<file path="src/sv/tod_pkg.sv">
// Shared types, codes and constants of the time-of-day clock with LCD columns.
// Holds the item kind codes, glyph codes, the 8x8 font table and digit helpers.
// No dependencies.
`timescale 1ns / 1ps
`default_nettype none

package tod_pkg;

  localparam int unsigned TOD_SPLIT_COLUMN = 61;
  localparam logic [15:0] TPS_RESET        = 16'd100;
  localparam logic [7:0]  LINE_COLUMNS     = 8'd120;
  localparam int unsigned FONT_GLYPHS      = 39;

  typedef enum logic [2:0] {
    KIND_TICK    = 3'd0,
    KIND_STOP    = 3'd1,
    KIND_HOUR_UP = 3'd2,
    KIND_MIN_UP  = 3'd3,
    KIND_CONFIRM = 3'd4,
    KIND_RENDER  = 3'd5
  } kind_e;

  localparam logic [5:0] GLYPH_T     = 6'h1d;
  localparam logic [5:0] GLYPH_I     = 6'h12;
  localparam logic [5:0] GLYPH_M     = 6'h16;
  localparam logic [5:0] GLYPH_E     = 6'h0e;
  localparam logic [5:0] GLYPH_COLON = 6'h24;
  localparam logic [5:0] GLYPH_BLANK = 6'h26;

  typedef struct packed {
    logic [4:0] hours;
    logic [5:0] minutes;
    logic [5:0] seconds;
  } time_t;

  typedef struct packed {
    logic       chip_select;
    logic [5:0] chip_column;
    logic [7:0] pixels;
    logic       column_valid;
  } render_t;

  // One byte per column, bit per pixel row; column 0 of each glyph first.
  localparam logic [7:0] FONT_ROM [FONT_GLYPHS][8] = '{
    '{8'h00, 8'h3E, 8'h51, 8'h49, 8'h45, 8'h3E, 8'h00, 8'h00},
    '{8'h00, 8'h00, 8'h42, 8'h7F, 8'h40, 8'h00, 8'h00, 8'h00},
    '{8'h00, 8'h62, 8'h51, 8'h49, 8'h49, 8'h46, 8'h00, 8'h00},
    '{8'h00, 8'h21, 8'h41, 8'h49, 8'h4D, 8'h33, 8'h00, 8'h00},
    '{8'h00, 8'h18, 8'h14, 8'h12, 8'h7F, 8'h10, 8'h00, 8'h00},
    '{8'h00, 8'h27, 8'h45, 8'h45, 8'h45, 8'h39, 8'h00, 8'h00},
    '{8'h00, 8'h3C, 8'h4A, 8'h49, 8'h49, 8'h31, 8'h00, 8'h00},
    '{8'h00, 8'h01, 8'h71, 8'h09, 8'h05, 8'h03, 8'h00, 8'h00},
    '{8'h00, 8'h36, 8'h49, 8'h49, 8'h49, 8'h36, 8'h00, 8'h00},
    '{8'h00, 8'h46, 8'h49, 8'h49, 8'h29, 8'h1E, 8'h00, 8'h00},
    '{8'h00, 8'h24, 8'h54, 8'h54, 8'h38, 8'h40, 8'h00, 8'h00},
    '{8'h00, 8'h7F, 8'h28, 8'h44, 8'h44, 8'h38, 8'h00, 8'h00},
    '{8'h00, 8'h38, 8'h44, 8'h44, 8'h44, 8'h08, 8'h00, 8'h00},
    '{8'h00, 8'h38, 8'h44, 8'h44, 8'h28, 8'h7F, 8'h00, 8'h00},
    '{8'h00, 8'h38, 8'h54, 8'h54, 8'h54, 8'h08, 8'h00, 8'h00},
    '{8'h00, 8'h08, 8'h7E, 8'h09, 8'h09, 8'h02, 8'h00, 8'h00},
    '{8'h00, 8'h98, 8'hA4, 8'hA4, 8'hA4, 8'h78, 8'h00, 8'h00},
    '{8'h00, 8'h7F, 8'h08, 8'h04, 8'h04, 8'h78, 8'h00, 8'h00},
    '{8'h00, 8'h00, 8'h00, 8'h79, 8'h00, 8'h00, 8'h00, 8'h00},
    '{8'h00, 8'h00, 8'h80, 8'h88, 8'h79, 8'h00, 8'h00, 8'h00},
    '{8'h00, 8'h7F, 8'h10, 8'h28, 8'h44, 8'h40, 8'h00, 8'h00},
    '{8'h00, 8'h00, 8'h41, 8'h7F, 8'h40, 8'h00, 8'h00, 8'h00},
    '{8'h00, 8'h78, 8'h04, 8'h78, 8'h04, 8'h78, 8'h00, 8'h00},
    '{8'h00, 8'h04, 8'h78, 8'h04, 8'h04, 8'h78, 8'h00, 8'h00},
    '{8'h00, 8'h38, 8'h44, 8'h44, 8'h44, 8'h38, 8'h00, 8'h00},
    '{8'h00, 8'hFC, 8'h24, 8'h24, 8'h24, 8'h18, 8'h00, 8'h00},
    '{8'h00, 8'h18, 8'h24, 8'h24, 8'h24, 8'hFC, 8'h00, 8'h00},
    '{8'h00, 8'h04, 8'h78, 8'h04, 8'h04, 8'h08, 8'h00, 8'h00},
    '{8'h00, 8'h48, 8'h54, 8'h54, 8'h54, 8'h24, 8'h00, 8'h00},
    '{8'h00, 8'h04, 8'h3F, 8'h44, 8'h44, 8'h24, 8'h00, 8'h00},
    '{8'h00, 8'h3C, 8'h40, 8'h40, 8'h3C, 8'h40, 8'h00, 8'h00},
    '{8'h00, 8'h1C, 8'h20, 8'h40, 8'h20, 8'h1C, 8'h00, 8'h00},
    '{8'h00, 8'h3C, 8'h40, 8'h3C, 8'h40, 8'h3C, 8'h00, 8'h00},
    '{8'h00, 8'h44, 8'h28, 8'h10, 8'h28, 8'h44, 8'h00, 8'h00},
    '{8'h00, 8'h9C, 8'hA0, 8'hA0, 8'h90, 8'h7C, 8'h00, 8'h00},
    '{8'h00, 8'h44, 8'h64, 8'h54, 8'h4C, 8'h44, 8'h00, 8'h00},
    '{8'h00, 8'h00, 8'h36, 8'h36, 8'h00, 8'h00, 8'h00, 8'h00},
    '{8'h00, 8'h60, 8'h60, 8'h00, 8'h00, 8'h00, 8'h00, 8'h00},
    '{8'h00, 8'h00, 8'h00, 8'h00, 8'h00, 8'h00, 8'h00, 8'h00}
  };

  // Tens digit of a value below 64, by a short compare chain.
  function automatic logic [3:0] tens_of(input logic [5:0] v);
    logic [3:0] t;
    if (v >= 6'd60) begin
      t = 4'd6;
    end else if (v >= 6'd50) begin
      t = 4'd5;
    end else if (v >= 6'd40) begin
      t = 4'd4;
    end else if (v >= 6'd30) begin
      t = 4'd3;
    end else if (v >= 6'd20) begin
      t = 4'd2;
    end else if (v >= 6'd10) begin
      t = 4'd1;
    end else begin
      t = 4'd0;
    end
    return t;
  endfunction

  function automatic logic [3:0] ones_of(input logic [5:0] v);
    logic [5:0] tens_x10;
    tens_x10 = 6'({2'b00, tens_of(v)} * 6'd10);
    return 4'(v - tens_x10);
  endfunction

endpackage

`default_nettype wire

</file>
<file path="src/sv/tod_if.sv">
// Valid/ready channel interfaces of the time-of-day clock: input items,
// result items and the configuration write channel. Uses tod_pkg types only by width.
`timescale 1ns / 1ps
`default_nettype none

interface tod_in_if;
  logic       valid;
  logic       ready;
  logic [2:0] kind;
  logic [6:0] column;

  modport source (output valid, output kind, output column, input ready);
  modport sink (input valid, input kind, input column, output ready);
endinterface

interface tod_out_if;
  logic       valid;
  logic       ready;
  logic [4:0] hours;
  logic [5:0] minutes;
  logic [5:0] seconds;
  logic       setting;
  logic       chip_select;
  logic [5:0] chip_column;
  logic [7:0] pixels;
  logic       column_valid;

  modport source (output valid, output hours, output minutes, output seconds,
                  output setting, output chip_select, output chip_column,
                  output pixels, output column_valid, input ready);
  modport sink (input valid, input hours, input minutes, input seconds,
                input setting, input chip_select, input chip_column,
                input pixels, input column_valid, output ready);
endinterface

interface tod_cfg_if;
  logic        valid;
  logic        ready;
  logic [15:0] data;

  modport source (output valid, output data, input ready);
  modport sink (input valid, input data, output ready);
endinterface

`default_nettype wire

</file>
<file path="src/sv/time_of_day_clock_with_lcd_columns.sv">
// Time-of-day clock with LCD column rendering: top level with the time state.
// Depends on tod_pkg, the channel interfaces in tod_if.sv and tod_render.
//
// The block keeps hours, minutes and seconds and answers every accepted
// request with exactly one result that carries the time after that request.
// Tick requests feed a prescaler that advances the seconds once
// ticks_per_second ticks have been counted (reset value 100; a value of zero
// makes every tick a second). A stop request enters set mode, where ticks are
// ignored and hour-up and minute-up step the time; confirm resumes counting.
// A render request returns one column (0..119) of the line "TIME  hh:mm:ss "
// with its controller select and column address; columns below SPLIT_COLUMN
// go to the left controller, the rest to the right one at column minus
// SPLIT_COLUMN. One request is accepted every clock cycle when the result
// side keeps up. An accepted request first waits in the input register,
// where the time update and the font lookup are done together; the answer
// is then captured in the result register, which holds it until taken.
// The result register lets a new request enter while a result waits to be
// taken. The configuration register is meant to be written only while no
// request is in flight.
`timescale 1ns / 1ps
`default_nettype none

module time_of_day_clock_with_lcd_columns #(
  parameter int unsigned SPLIT_COLUMN = tod_pkg::TOD_SPLIT_COLUMN
) (
  input  wire logic  clk_i,
  input  wire logic  rst_ni,
  tod_in_if.sink     in_i,
  tod_out_if.source  out_o,
  tod_cfg_if.sink    cfg_i
);

  // Input register stage.
  logic       s1_valid_q;
  logic [2:0] s1_kind_q;
  logic [6:0] s1_column_q;

  // Architectural state.
  logic [15:0] tps_q;
  logic [15:0] sub_q, sub_d;
  logic [5:0]  sec_q, sec_d;
  logic [5:0]  min_q, min_d;
  logic [4:0]  hour_q, hour_d;
  logic        set_q, set_d;

  // Result register.
  logic              out_valid_q;
  tod_pkg::time_t    out_time_q;
  logic              out_set_q;
  tod_pkg::render_t  out_render_q;

  logic              advance;
  logic [16:0]       sub_inc;
  tod_pkg::time_t    cur_time;
  tod_pkg::render_t  render;

  // The second stage moves whenever it holds a request and the result
  // register is free or being emptied in this cycle.
  assign advance    = s1_valid_q && (!out_valid_q || out_o.ready);
  assign in_i.ready = !s1_valid_q || advance;
  assign cfg_i.ready = 1'b1;

  always_ff @(posedge clk_i or negedge rst_ni) begin
    if (!rst_ni) begin
      s1_valid_q <= 1'b0;
    end else if (in_i.ready) begin
      s1_valid_q <= in_i.valid;
    end
  end

  always_ff @(posedge clk_i) begin
    if (in_i.ready && in_i.valid) begin
      s1_kind_q   <= in_i.kind;
      s1_column_q <= in_i.column;
    end
  end

  always_ff @(posedge clk_i or negedge rst_ni) begin
    if (!rst_ni) begin
      tps_q <= tod_pkg::TPS_RESET;
    end else if (cfg_i.valid) begin
      tps_q <= cfg_i.data;
    end
  end

  // The prescaler sum is one bit wider so that the compare against the
  // configured count also covers a count lowered below the prescaler value.
  assign sub_inc = {1'b0, sub_q} + 17'd1;

  // Next time state for the request in the second stage. Every counter wraps
  // at its own limit; minute-up and hour-up never carry into the next field.
  always_comb begin
    sub_d  = sub_q;
    sec_d  = sec_q;
    min_d  = min_q;
    hour_d = hour_q;
    set_d  = set_q;
    case (s1_kind_q)
      tod_pkg::KIND_TICK: begin
        if (!set_q) begin
          if (sub_inc >= {1'b0, tps_q}) begin
            sub_d = '0;
            if (sec_q == 6'd59) begin
              sec_d = '0;
              if (min_q == 6'd59) begin
                min_d  = '0;
                hour_d = (hour_q == 5'd23) ? 5'd0 : hour_q + 5'd1;
              end else begin
                min_d = min_q + 6'd1;
              end
            end else begin
              sec_d = sec_q + 6'd1;
            end
          end else begin
            sub_d = sub_inc[15:0];
          end
        end
      end
      tod_pkg::KIND_STOP: begin
        set_d = 1'b1;
      end
      tod_pkg::KIND_HOUR_UP: begin
        if (set_q) begin
          hour_d = (hour_q == 5'd23) ? 5'd0 : hour_q + 5'd1;
        end
      end
      tod_pkg::KIND_MIN_UP: begin
        if (set_q) begin
          min_d = (min_q == 6'd59) ? 6'd0 : min_q + 6'd1;
        end
      end
      tod_pkg::KIND_CONFIRM: begin
        set_d = 1'b0;
      end
      default: begin
        // Render requests and unused kinds leave the time alone.
      end
    endcase
  end

  always_ff @(posedge clk_i or negedge rst_ni) begin
    if (!rst_ni) begin
      sub_q  <= '0;
      sec_q  <= '0;
      min_q  <= '0;
      hour_q <= '0;
      set_q  <= 1'b0;
    end else if (advance) begin
      sub_q  <= sub_d;
      sec_q  <= sec_d;
      min_q  <= min_d;
      hour_q <= hour_d;
      set_q  <= set_d;
    end
  end

  // A render request does not change the time, so the current state is the
  // time shown on the rendered line.
  assign cur_time = '{hours: hour_q, minutes: min_q, seconds: sec_q};

  tod_render #(
    .SPLIT_COLUMN(SPLIT_COLUMN)
  ) u_render (
    .column_i (s1_column_q),
    .time_i   (cur_time),
    .render_o (render)
  );

  always_ff @(posedge clk_i or negedge rst_ni) begin
    if (!rst_ni) begin
      out_valid_q <= 1'b0;
    end else if (advance) begin
      out_valid_q <= 1'b1;
    end else if (out_o.ready) begin
      out_valid_q <= 1'b0;
    end
  end

  always_ff @(posedge clk_i) begin
    if (advance) begin
      out_time_q <= '{hours: hour_d, minutes: min_d, seconds: sec_d};
      out_set_q  <= set_d;
      out_render_q <= (s1_kind_q == tod_pkg::KIND_RENDER) ? render : '0;
    end
  end

  assign out_o.valid        = out_valid_q;
  assign out_o.hours        = out_time_q.hours;
  assign out_o.minutes      = out_time_q.minutes;
  assign out_o.seconds      = out_time_q.seconds;
  assign out_o.setting      = out_set_q;
  assign out_o.chip_select  = out_render_q.chip_select;
  assign out_o.chip_column  = out_render_q.chip_column;
  assign out_o.pixels       = out_render_q.pixels;
  assign out_o.column_valid = out_render_q.column_valid;

endmodule

`default_nettype wire

</file>
<file path="src/sv/tod_render.sv">
// Column renderer: picks the glyph of the line "TIME  hh:mm:ss " for a column,
// reads its font byte and maps the column onto the two LCD controllers. Uses tod_pkg.
`timescale 1ns / 1ps
`default_nettype none

module tod_render #(
  parameter int unsigned SPLIT_COLUMN = tod_pkg::TOD_SPLIT_COLUMN
) (
  input  wire logic [6:0]       column_i,
  input  wire tod_pkg::time_t   time_i,
  output tod_pkg::render_t      render_o
);

  localparam logic [7:0] SplitWide  = 8'(SPLIT_COLUMN);
  localparam logic [7:0] SplitTwice = 8'(2 * SPLIT_COLUMN);
  localparam logic [6:0] SplitNarrow = 7'(SPLIT_COLUMN);

  logic [7:0] col_wide;
  logic       in_line;
  logic [5:0] glyph;
  logic [5:0] glyph_safe;
  logic [6:0] right_col;

  assign col_wide = {1'b0, column_i};
  assign in_line  = (col_wide < tod_pkg::LINE_COLUMNS) && (col_wide < SplitTwice);
  assign right_col = column_i - SplitNarrow;

  always_comb begin
    case (column_i[6:3])
      4'd0:    glyph = tod_pkg::GLYPH_T;
      4'd1:    glyph = tod_pkg::GLYPH_I;
      4'd2:    glyph = tod_pkg::GLYPH_M;
      4'd3:    glyph = tod_pkg::GLYPH_E;
      4'd6:    glyph = {2'b00, tod_pkg::tens_of({1'b0, time_i.hours})};
      4'd7:    glyph = {2'b00, tod_pkg::ones_of({1'b0, time_i.hours})};
      4'd8:    glyph = tod_pkg::GLYPH_COLON;
      4'd9:    glyph = {2'b00, tod_pkg::tens_of(time_i.minutes)};
      4'd10:   glyph = {2'b00, tod_pkg::ones_of(time_i.minutes)};
      4'd11:   glyph = tod_pkg::GLYPH_COLON;
      4'd12:   glyph = {2'b00, tod_pkg::tens_of(time_i.seconds)};
      4'd13:   glyph = {2'b00, tod_pkg::ones_of(time_i.seconds)};
      default: glyph = tod_pkg::GLYPH_BLANK;
    endcase
  end

  assign glyph_safe = (glyph >= 6'(tod_pkg::FONT_GLYPHS)) ? tod_pkg::GLYPH_BLANK : glyph;

  always_comb begin
    render_o = '0;
    if (in_line) begin
      render_o.column_valid = 1'b1;
      render_o.pixels       = tod_pkg::FONT_ROM[glyph_safe][column_i[2:0]];
      if (col_wide < SplitWide) begin
        render_o.chip_select = 1'b0;
        render_o.chip_column = column_i[5:0];
      end else begin
        render_o.chip_select = 1'b1;
        render_o.chip_column = right_col[5:0];
      end
    end
  end

endmodule

`default_nettype wire
</file>
<file path="src/flat_wrapper.sv">
// flat-port wrapper written by rule: the top's interface ports become plain ports
module time_of_day_clock_with_lcd_columns_flat 
#(
  parameter int unsigned SPLIT_COLUMN = tod_pkg::TOD_SPLIT_COLUMN
)
  (clk_i, rst_ni, in_i_valid, in_i_kind, in_i_column, in_i_ready, out_o_valid, out_o_hours, out_o_minutes, out_o_seconds, out_o_setting, out_o_chip_select, out_o_chip_column, out_o_pixels, out_o_column_valid, out_o_ready, cfg_i_valid, cfg_i_data, cfg_i_ready);
  tod_in_if in_i_i ();
  tod_out_if out_o_i ();
  tod_cfg_if cfg_i_i ();
  input  wire logic clk_i;
  input  wire logic rst_ni;
  input wire logic [$bits(in_i_i.valid)-1:0] in_i_valid;
  input wire logic [$bits(in_i_i.kind)-1:0] in_i_kind;
  input wire logic [$bits(in_i_i.column)-1:0] in_i_column;
  output wire logic [$bits(in_i_i.ready)-1:0] in_i_ready;
  output wire logic [$bits(out_o_i.valid)-1:0] out_o_valid;
  output wire logic [$bits(out_o_i.hours)-1:0] out_o_hours;
  output wire logic [$bits(out_o_i.minutes)-1:0] out_o_minutes;
  output wire logic [$bits(out_o_i.seconds)-1:0] out_o_seconds;
  output wire logic [$bits(out_o_i.setting)-1:0] out_o_setting;
  output wire logic [$bits(out_o_i.chip_select)-1:0] out_o_chip_select;
  output wire logic [$bits(out_o_i.chip_column)-1:0] out_o_chip_column;
  output wire logic [$bits(out_o_i.pixels)-1:0] out_o_pixels;
  output wire logic [$bits(out_o_i.column_valid)-1:0] out_o_column_valid;
  input wire logic [$bits(out_o_i.ready)-1:0] out_o_ready;
  input wire logic [$bits(cfg_i_i.valid)-1:0] cfg_i_valid;
  input wire logic [$bits(cfg_i_i.data)-1:0] cfg_i_data;
  output wire logic [$bits(cfg_i_i.ready)-1:0] cfg_i_ready;
  assign in_i_i.valid = in_i_valid;
  assign in_i_i.kind = in_i_kind;
  assign in_i_i.column = in_i_column;
  assign in_i_ready = in_i_i.ready;
  assign out_o_valid = out_o_i.valid;
  assign out_o_hours = out_o_i.hours;
  assign out_o_minutes = out_o_i.minutes;
  assign out_o_seconds = out_o_i.seconds;
  assign out_o_setting = out_o_i.setting;
  assign out_o_chip_select = out_o_i.chip_select;
  assign out_o_chip_column = out_o_i.chip_column;
  assign out_o_pixels = out_o_i.pixels;
  assign out_o_column_valid = out_o_i.column_valid;
  assign out_o_i.ready = out_o_ready;
  assign cfg_i_i.valid = cfg_i_valid;
  assign cfg_i_i.data = cfg_i_data;
  assign cfg_i_ready = cfg_i_i.ready;
  time_of_day_clock_with_lcd_columns #(.SPLIT_COLUMN(SPLIT_COLUMN)) u_core (.clk_i(clk_i), .rst_ni(rst_ni), .in_i(in_i_i), .out_o(out_o_i), .cfg_i(cfg_i_i));
endmodule
</file>
<file path="config.mk">
export PLATFORM = sky130hd
export DESIGN_NAME = time_of_day_clock_with_lcd_columns_flat
export DESIGN_NICKNAME = d
export VERILOG_FILES = /design/src/sv/tod_pkg.sv /design/src/sv/tod_if.sv /design/src/sv/time_of_day_clock_with_lcd_columns.sv /design/src/sv/tod_render.sv /design/src/flat_wrapper.sv
export SDC_FILE = /design/constraint.sdc
export NUM_CORES = 1
export LEC_CHECK = 0
export BUFFER_PORTS_ARGS = -buffer_cell sky130_fd_sc_hd__buf_2
export CAP_MARGIN = 20
export CORE_ASPECT_RATIO = 1.2
export CORE_MARGIN = 8
export CORE_UTILIZATION = 45
export DETAILED_ROUTE_END_ITERATION = 6
export GPL_TIMING_DRIVEN = 1
export PLACE_DENSITY = 0.65
export SYNTH_ARGS = -nofsm -noshare
export SYNTH_HDL_FRONTEND = slang
export SYNTH_SLANG_ARGS = --single-unit
</file>
<file path="constraint.sdc">
create_clock -name clk_i -period 6.2 [get_ports clk_i]
set_input_delay 1.24 -clock clk_i [delete_from_list [all_inputs] [get_ports clk_i]]
set_output_delay 1.24 -clock clk_i [all_outputs]
set_load 0.02 [all_outputs]
</file>
==> metrics.txt, run 1 <==
# TYPE chip_impl_metric gauge
chip_impl_metric{name="number_of_flops_mapped_to_enable_cells_by_yosys",unit=""} 44
chip_impl_metric{name="netlist-cell-type-count",unit=""} 87
chip_impl_metric{name="first_pass_grt_wire_length",unit="um"} 34100
chip_impl_metric{name="r2r_cells",unit=""} 16
chip_impl_metric{name="detailedRoute.firstIterationViolations",unit=""} 840
chip_impl_metric{name="async_reset_ff_frac",unit=""} 0.542
chip_impl_metric{name="timing.clock.skew",unit="ns"} 0.0107
chip_impl_metric{name="synthesis_warning_total",unit=""} 0
chip_impl_info{name="synth-main-ff-cell",value="dfrtp_1"} 1
chip_impl_info{name="holdCritPathClass",value="reg -> reg"} 1
chip_impl_metric{name="layout_setup_ws",unit="ns"} 1.62
chip_impl_metric{name="postRouteAntennaNets",unit=""} 0
chip_impl_metric{name="hold_violation_count_in_the_final_report",unit=""} 0
chip_impl_metric{name="final.period_utilization",unit=""} 0.739
chip_impl_metric{name="worst_max_slew_pin_slew",unit="ns"} 1.02
chip_impl_metric{name="firstDrtPassIters",unit=""} 6
chip_impl_metric{name="finish.net_count",unit=""} 975
chip_impl_metric{name="start_util",unit=""} 0.457
chip_impl_metric{name="coreArea",unit="um^2"} 16200
chip_impl_metric{name="max-clock-path-buffers",unit=""} 2
chip_impl_info{name="critical_path.cell_chain",value="nor2b_1 > a221oi_1 > o21ai_0 > ha_1 > nor2b_1 > o21a_1 > o22ai_1 > nand3_2 > clkinv_1 > ha_1 > inv_1 > a21oi_1 > o21ai_0 > a2111o_1 > o211ai_1 > a22o_1"} 1
chip_impl_metric{name="post_synth_instance_area",unit="um^2"} 7410
chip_impl_metric{name="slew_viol_final",unit=""} 0
chip_impl_info{name="regToRegStartpoint",value="u_core.sec_q[3]"} 1
chip_impl_metric{name="setup.reg_to_reg.worst_slack",unit="ns"} 1.62
chip_impl_metric{name="drc",unit=""} 0
chip_impl_metric{name="place_congestion",unit=""} 0.991
chip_impl_metric{name="pin_count_of_the_biggest_net_entering_global_routing",unit=""} 53
chip_impl_metric{name="post_cts.repair.setup_buffers",unit=""} 0
chip_impl_metric{name="htreeDepth",unit=""} 3
chip_impl_metric{name="via_cell_ratio",unit=""} 6.12
chip_impl_metric{name="synth_seq_area_share",unit=""} 0.355
chip_impl_info{name="setup.worst_path.class",value="reg -> reg"} 1
chip_impl_metric{name="yosys_register_bits",unit=""} 96
chip_impl_metric{name="antenna_found_initial",unit=""} 0
chip_impl_metric{name="worst_skew_pair.late_latency",unit="ns"} 0.35
chip_impl_metric{name="post-route-min-period",unit="ns"} 4.58
chip_impl_info{name="critPathLaunchType",value="flop"} 1
chip_impl_info{name="clock-root-buffer",value="clkbuf_16"} 1
chip_impl_metric{name="floorplan.io_pins",unit=""} 68
chip_impl_metric{name="syn_inst",unit=""} 879
chip_impl_info{name="clock_tree_from_tritoncts",value="yes"} 1
chip_impl_metric{name="dp_wirelength",unit="um"} 15000
chip_impl_metric{name="max_cap_viol_count",unit=""} 0
chip_impl_metric{name="cts.clk_slew.worst_paths",unit="ns"} 0.07
chip_impl_metric{name="drive_gt1_frac",unit=""} 0.145
chip_impl_metric{name="timing.hold.ws",unit="ns"} 0.498
chip_impl_info{name="critical_path.endpoint_type",value="flop"} 1
chip_impl_metric{name="cts_buffer_count",unit=""} 9
chip_impl_metric{name="vias",unit=""} 6881
chip_impl_metric{name="groute.usage.overall",unit=""} 0.204
chip_impl_metric{name="required",unit="ns"} 6.42
chip_impl_metric{name="hold_path_depth",unit=""} 1
chip_impl_info{name="outcome",value="completed"} 1
chip_impl_info{name="worstHoldEndpoint",value="u_core.out_o.valid"} 1
chip_impl_metric{name="rows",unit=""} 51
chip_impl_metric{name="stdcell_count",unit=""} 1125
chip_impl_metric{name="finish.instance_area",unit="um^2"} 8120
chip_impl_metric{name="path_buf_inv",unit=""} 2
chip_impl_info{name="grt_setup_unrepaired",value="false"} 1
chip_impl_info{name="timing.critical_path.slowest_stage_cell",value="dfrtp_1"} 1
chip_impl_metric{name="ctsHoldBuffers",unit=""} 0
chip_impl_metric{name="fin_setup_tns",unit="ns"} 0
chip_impl_metric{name="place.detailed.instances",unit=""} 1109
chip_impl_metric{name="timing.slew.headroom",unit=""} 0.318
chip_impl_metric{name="die_area",unit="um^2"} 20800
chip_impl_metric{name="global_route.overflow_total",unit=""} 0
chip_impl_metric{name="syn-mean-instance-area",unit="um^2"} 8.43
chip_impl_metric{name="clkSinkCount",unit=""} 96
chip_impl_info{name="holdCritStartpoint",value="u_core.s1_valid_q"} 1
chip_impl_metric{name="post_cts_resized",unit=""} 0
chip_impl_metric{name="routed_wirelength",unit="um"} 21200
chip_impl_info{name="cpLargestDelayFamily",value="compound AO/OA/AOI/OAI gates"} 1
chip_impl_metric{name="port-buffer-count",unit=""} 66
chip_impl_metric{name="flow.area_growth_from_synthesis",unit="%"} 9.59
chip_impl_metric{name="maximum_fanout_along_the_worst_path",unit=""} 16
chip_impl_metric{name="worst_ir_drop_vdd",unit="mV"} 0.178
chip_impl_metric{name="report.final.setup_viol",unit=""} 0
chip_impl_metric{name="antennaDiodeCount",unit=""} 0
chip_impl_metric{name="postPlaceCellArea",unit="um^2"} 7800
chip_impl_info{name="crit-reg2reg-capture",value="u_core.out_o.pixels[0]"} 1
chip_impl_metric{name="p_per_area",unit="nW/um^2"} 260
chip_impl_metric{name="total_leakage_power",unit="nW"} 3.25
chip_impl_metric{name="critical_path.max_stage_delay",unit="ns"} 0.60
chip_impl_metric{name="die_ht",unit="um"} 157
chip_impl_metric{name="dp_slack",unit="ns"} 1.76
chip_impl_metric{name="syn-num-nets",unit=""} 946
chip_impl_metric{name="cp.arrival",unit="ns"} 4.80
chip_impl_metric{name="die_width",unit="um"} 133
chip_impl_metric{name="first_global_vias",unit=""} 6419
chip_impl_metric{name="wire_per_inst",unit="um"} 18.9
chip_impl_metric{name="max_freq",unit="MHz"} 218
[through the flow]
step	power (W)	util
after floorplan	0.00133	-
after global placement	0.00151	0.481
after detailed placement	0.00151	0.481
after CTS	0.00212	0.501
after global routing	0.00224	0.501
final	0.00211	0.501
[state kept, by name (all words and copies together), names as in the netlist, 3 cells and up]
name and flops:
u_core.hour_q 5, u_core.min_q 6, u_core.out_o.chip_column 6, u_core.out_o.hours 5
u_core.out_o.minutes 6, u_core.out_o.pixels 8, u_core.out_o.seconds 6, u_core.s1_column_q 7
u_core.s1_kind_q 3, u_core.sec_q 6, u_core.sub_q 16, u_core.tps_q 16
[cell type report]
type                    count  area, um^2
fillers                  1591        8090
multi-input cells         681        4330
flip-flops and latches     96        2630
repair buffers             78         420
well taps                 212         265
clock buffers              10         250
inverters                  42         158
clock inverters             6        68.8
[power breakdown]
| group | internal (W) | total (W) | switching (W) |
|---|---|---|---|
| sequential | 0.000749 | 0.000851 | 0.000102 |
| clock | 0.000343 | 0.000606 | 0.000263 |
| combinational | 0.000249 | 0.000656 | 0.000408 |
| total | 0.00134 | 0.00211 | 0.000773 |
[layout by cell type, fill, tap and decap left out, drive strengths merged, types with 14 or more instances in the layout]
cell,n
edfxtp,44
nor2,84
nor2b,19
nand3,53
nor3,19
nand2,90
xnor2,15
dfrtp,49
o211ai,14
nand4,15
a21oi,40
inv,45
o21ai,85
ha,33
buf,78
[cells by family (layout without fill, tap and decap cells)]
kind of cell | count (synthesis) | after routing | share of synthesized area
multiplexers | 19 | 19 | 0.0279
AND/OR/NAND/NOR | 342 | 342 | 0.229
adder cells (fa/ha/maj) | 37 | 37 | 0.0652
buffers and inverters | 102 | 136 | 0.0610
AO/OA/AOI/OAI | 258 | 258 | 0.233
other | 1 | 1 | 0.000506
flip-flops | 96 | 96 | 0.355
XOR/XNOR | 24 | 24 | 0.0284
[synthesized netlist by cell type, types with 6 or more instances]
master / count / share of area
o31ai_1: 7 / 0.0071
xnor2_1: 15 / 0.018
and2_1: 10 / 0.0084
edfxtp_1: 44 / 0.18
nand4_1: 15 / 0.013
o21a_1: 7 / 0.0071
ha_1: 33 / 0.056
nand3_1: 51 / 0.034
nand2b_1: 13 / 0.011
inv_1: 38 / 0.019
o21ai_0: 82 / 0.055
nand2_1: 90 / 0.046
nor2b_1: 19 / 0.016
mux2i_1: 6 / 0.0081
o211ai_1: 14 / 0.014
buf_4: 10 / 0.010
nor2_1: 83 / 0.042
or3_1: 7 / 0.0059
o22ai_1: 6 / 0.0051
dfrtp_1: 49 / 0.17
xor2_1: 9 / 0.011
a311oi_1: 6 / 0.0071
clkbuf_1: 27 / 0.014
mux2_2: 13 / 0.020
o221ai_1: 7 / 0.0083
buf_2: 19 / 0.013
a21oi_1: 40 / 0.027
nor3_1: 18 / 0.012
a31oi_1: 12 / 0.010
[how the worst max path moves through the flow]
stage	startpoint	to	slack [ns]	cells after the start
final	u_core.sec_q[3]	u_core.out_o.pixels[0]	1.62	16
after global routing	u_core.sec_q[3]	u_core.out_o.pixels[0]	1.30	16
after CTS	u_core.sec_q[3]	u_core.out_o.pixels[0]	1.72	16
after detailed placement	u_core.sec_q[3]	u_core.out_o.pixels[0]	1.76	16
after global placement	u_core.min_q[5]	u_core.out_o.pixels[6]	1.70	14
after floorplan	u_core.hour_q[4]	u_core.out_o.pixels[5]	2.04	20
[per-layer routing]
layer / vias up / global-route usage / part of all wire
met2: 342 / 0.328 / 0.47
met5: - / 0 / 0
met1: 3175 / 0.259 / 0.42
met4: 0 / 0.103 / 0.043
li1: 3303 / - / -
met3: 61 / 0.0343 / 0.067
[worst register-to-register path: stages, from the launching register on]
cell and delay (ns):
dfrtp_1 0.60, nor2b_1 0.16, a221oi_1 0.31, o21ai_0 0.19, ha_1 0.32, nor2b_1 0.04
o21a_1 0.17, o22ai_1 0.21, nand3_2 0.32, clkinv_1 0.28, ha_1 0.30, inv_1 0.13
a21oi_1 0.39, o21ai_0 0.29, a2111o_1 0.47, o211ai_1 0.10, a22o_1 0.17
Power figures use the tool's default switching activity.
==> run 2: changes to the inputs <==
PLACE_DENSITY = 0.68   (was 0.65)
clock period = 4 ns   (was 6.2 ns; I/O delays follow)
==> run 2 against run 1 <==
Net effect: the run now ends with design-rule violations left; non-clock buffer count is 55 higher; final cell count is 4.9% higher; die area stayed put; maximum frequency is 19% higher; clock skew is 0.0026 ns higher; global-route usage is 1.4 points higher; total power is 60% higher; setup slack worse by 1.5 ns; core utilization is 3.0 points higher; combinational power is 86% higher.
==> metrics.txt, run 2 (same netlist as run 1, synthesis figures left out) <==
# TYPE chip_impl_metric gauge
chip_impl_info{name="outcome",value="finished with violations"} 1
chip_impl_info{name="violations_in_the_final_reports",value="design-rule violations"} 1
chip_impl_metric{name="fillers",unit=""} 1551
chip_impl_metric{name="flow.area_growth_from_synthesis",unit="%"} 16.2
chip_impl_metric{name="place.detailed.instances",unit=""} 1164
chip_impl_metric{name="worst_ir_drop_vdd",unit="mV"} 0.199
chip_impl_metric{name="report.final.setup_viol",unit=""} 0
chip_impl_metric{name="first_pass_grt_wire_length",unit="um"} 36400
chip_impl_metric{name="start_util",unit=""} 0.457
chip_impl_metric{name="max-clock-path-buffers",unit=""} 2
chip_impl_metric{name="layout.core_utilization",unit=""} 0.531
chip_impl_metric{name="die_ht",unit="um"} 157
chip_impl_metric{name="p_per_area",unit="nW/um^2"} 392
chip_impl_metric{name="routed_wirelength",unit="um"} 22400
chip_impl_metric{name="stdcell_count",unit=""} 1180
chip_impl_metric{name="htreeDepth",unit=""} 3
chip_impl_metric{name="wire_per_inst",unit="um"} 19.0
chip_impl_metric{name="max_freq",unit="MHz"} 261
chip_impl_metric{name="die_area",unit="um^2"} 20800
chip_impl_metric{name="first_global_vias",unit=""} 7045
chip_impl_metric{name="total_leakage_power",unit="nW"} 3.53
chip_impl_info{name="crit-reg2reg-capture",value="u_core.out_o.pixels[1]"} 1
chip_impl_info{name="critical_path.endpoint_type",value="flop"} 1
chip_impl_metric{name="firstDrtPassIters",unit=""} 7
chip_impl_metric{name="dp_slack",unit="ns"} 0.102
chip_impl_metric{name="postPlaceCellArea",unit="um^2"} 8260
chip_impl_info{name="cpLargestDelayFamily",value="simple AND/OR/NAND/NOR gates"} 1
chip_impl_metric{name="critical_path.max_stage_delay",unit="ns"} 0.52
chip_impl_metric{name="antenna_found_initial",unit=""} 0
chip_impl_metric{name="finish.instance_area",unit="um^2"} 8610
chip_impl_metric{name="maximum_fanout_along_the_worst_path",unit=""} 6
chip_impl_metric{name="finish.net_count",unit=""} 1030
chip_impl_metric{name="timing.slew.headroom",unit=""} 0.510
chip_impl_metric{name="drive_gt1_frac",unit=""} 0.213
chip_impl_metric{name="clkSinkCount",unit=""} 96
chip_impl_metric{name="drc",unit=""} 4
chip_impl_metric{name="fin_setup_tns",unit="ns"} 0
chip_impl_metric{name="port-buffer-count",unit=""} 66
chip_impl_metric{name="required",unit="ns"} 4.22
chip_impl_metric{name="pin_count_of_the_biggest_net_entering_global_routing",unit=""} 39
chip_impl_info{name="setup.worst_path.class",value="reg -> reg"} 1
chip_impl_info{name="regToRegStartpoint",value="u_core.min_q[5]"} 1
chip_impl_metric{name="global_route.overflow_total",unit=""} 0
chip_impl_metric{name="postRouteAntennaNets",unit=""} 0
chip_impl_metric{name="final.period_utilization",unit=""} 0.959
chip_impl_metric{name="floorplan.io_pins",unit=""} 68
chip_impl_metric{name="timing.clock.skew",unit="ns"} 0.0133
chip_impl_metric{name="cts.clk_slew.worst_paths",unit="ns"} 0.08
chip_impl_metric{name="slew_viol_final",unit=""} 0
chip_impl_metric{name="path_buf_inv",unit=""} 2
chip_impl_info{name="critical_path.cell_chain",value="nand2b_1 > a2bb2oi_1 > o21a_1 > ha_1 > fa_1 > or3_1 > and4_4 > nor3_4 > buf_4 > buf_4 > nor2_1 > a2111oi_0 > o21ai_0 > nand4_1"} 1
chip_impl_metric{name="via_cell_ratio",unit=""} 6.12
chip_impl_info{name="final_cell_mix",value="nand2_1, o21ai_0, nor2_1"} 1
chip_impl_metric{name="rows",unit=""} 51
chip_impl_metric{name="hold_violation_count_in_the_final_report",unit=""} 0
chip_impl_metric{name="max_cap_viol_count",unit=""} 0
chip_impl_metric{name="groute.usage.overall",unit=""} 0.218
chip_impl_metric{name="worst_skew_pair.late_latency",unit="ns"} 0.36
chip_impl_metric{name="dp_wirelength",unit="um"} 16500
chip_impl_metric{name="setup.reg_to_reg.worst_slack",unit="ns"} 0.17
chip_impl_metric{name="cp.arrival",unit="ns"} 4.06
chip_impl_info{name="final_common_cell",value="nand2_1"} 1
chip_impl_info{name="clock_tree_from_tritoncts",value="yes"} 1
chip_impl_metric{name="r2r_cells",unit=""} 14
chip_impl_info{name="cp_common_cell",value="buf_4"} 1
chip_impl_metric{name="cts_buffer_count",unit=""} 9
chip_impl_metric{name="post-route-min-period",unit="ns"} 3.83
chip_impl_info{name="clock-root-buffer",value="clkbuf_16"} 1
chip_impl_info{name="critPathLaunchType",value="flop"} 1
chip_impl_metric{name="antennaDiodeCount",unit=""} 0
chip_impl_info{name="holdCritPathClass",value="in -> async"} 1
chip_impl_metric{name="layout_setup_ws",unit="ns"} 0.166
chip_impl_metric{name="place_congestion",unit=""} 0.977
chip_impl_metric{name="coreArea",unit="um^2"} 16200
chip_impl_metric{name="worst_max_slew_pin_slew",unit="ns"} 0.732
chip_impl_metric{name="detailedRoute.firstIterationViolations",unit=""} 757
chip_impl_info{name="timing.critical_path.slowest_stage_cell",value="a2111oi_0"} 1
chip_impl_metric{name="vias",unit=""} 7226
chip_impl_metric{name="die_width",unit="um"} 133
[run 2: changes by cell type in the layout (fill, tap and decap cells not counted), sizes merged]
cell / previous run / this run
inv: 45 / 44
buf: 78 / 133
clkinv: 2 / 5
bufinv: 1 / 0
clkbuf: 10 / 9
[run 2: where the power goes]
part	switching, W	internal [W]
combinational	0.000738	0.000484
clock	0.000443	0.000443
sequential	0.000102	0.00116
[run 2: timing repair]
| action | in CTS | in global routing |
|---|---|---|
| endpoints found under the setup margin | 0 | 24 |
| setup buffers | 0 | 0 |
| hold buffers | 0 | 0 |
| gates resized for setup | 0 | 16 |
[run 2: worst register-to-register path, cell delays in order (launching register included)]
cell	delay, ns
dfrtp_1	0.42
nand2b_1	0.18
a2bb2oi_1	0.16
o21a_1	0.18
ha_1	0.21
fa_1	0.41
or3_1	0.40
and4_4	0.22
nor3_4	0.29
buf_4	0.21
buf_4	0.13
nor2_1	0.08
a2111oi_0	0.53
o21ai_0	0.17
nand4_1	0.13
[run 2: metrics by stage]
| stage | total power, W | hold WS, ns |
|---|---|---|
| after detailed placement | 0.00248 | 0.485 |
| after floorplan | 0.00207 | 0.457 |
| final | 0.00337 | 0.337 |
| after global routing | 0.00356 | 0.361 |
| after CTS | 0.00336 | 0.342 |
| after global placement | 0.00247 | 0.465 |
[run 2: worst max-delay path by stage]
stage                     start                     end  slack, ns  depth (start not counted)
2_1_floorplan  u_core.hour_q[2]  u_core.out_o.pixels[5]       0.01                         20
3_3_place_gp   u_core.hour_q[4]  u_core.out_o.pixels[6]       0.16                         13
3_5_place_dp   u_core.hour_q[4]  u_core.out_o.pixels[6]       0.10                         13
4_1_cts        u_core.hour_q[4]  u_core.out_o.pixels[6]       0.08                         13
5_1_grt         u_core.sec_q[3]  u_core.out_o.pixels[6]     -0.004                         16
6_report        u_core.min_q[5]  u_core.out_o.pixels[1]       0.17                         14
[run 2: area by class of cell]
type                            instances  area [um^2]  area share
Multi-Input combinational cell        681         4390       0.510
Sequential cell                        96         2630       0.306
Timing Repair Buffer                  133          862       0.100
Tap cell                              212          265      0.0308
Clock buffer                            9          225      0.0262
Inverter                               42          160      0.0186
Clock inverter                          7         75.1     0.00872
[run 2: metal layers]
layer,share of wire,global-route usage,vias up
li1,-,-,3408
met1,0.39,0.253,3393
met2,0.48,0.370,338
met3,0.069,0.0362,87
met4,0.056,0.133,0
met5,0,0,-
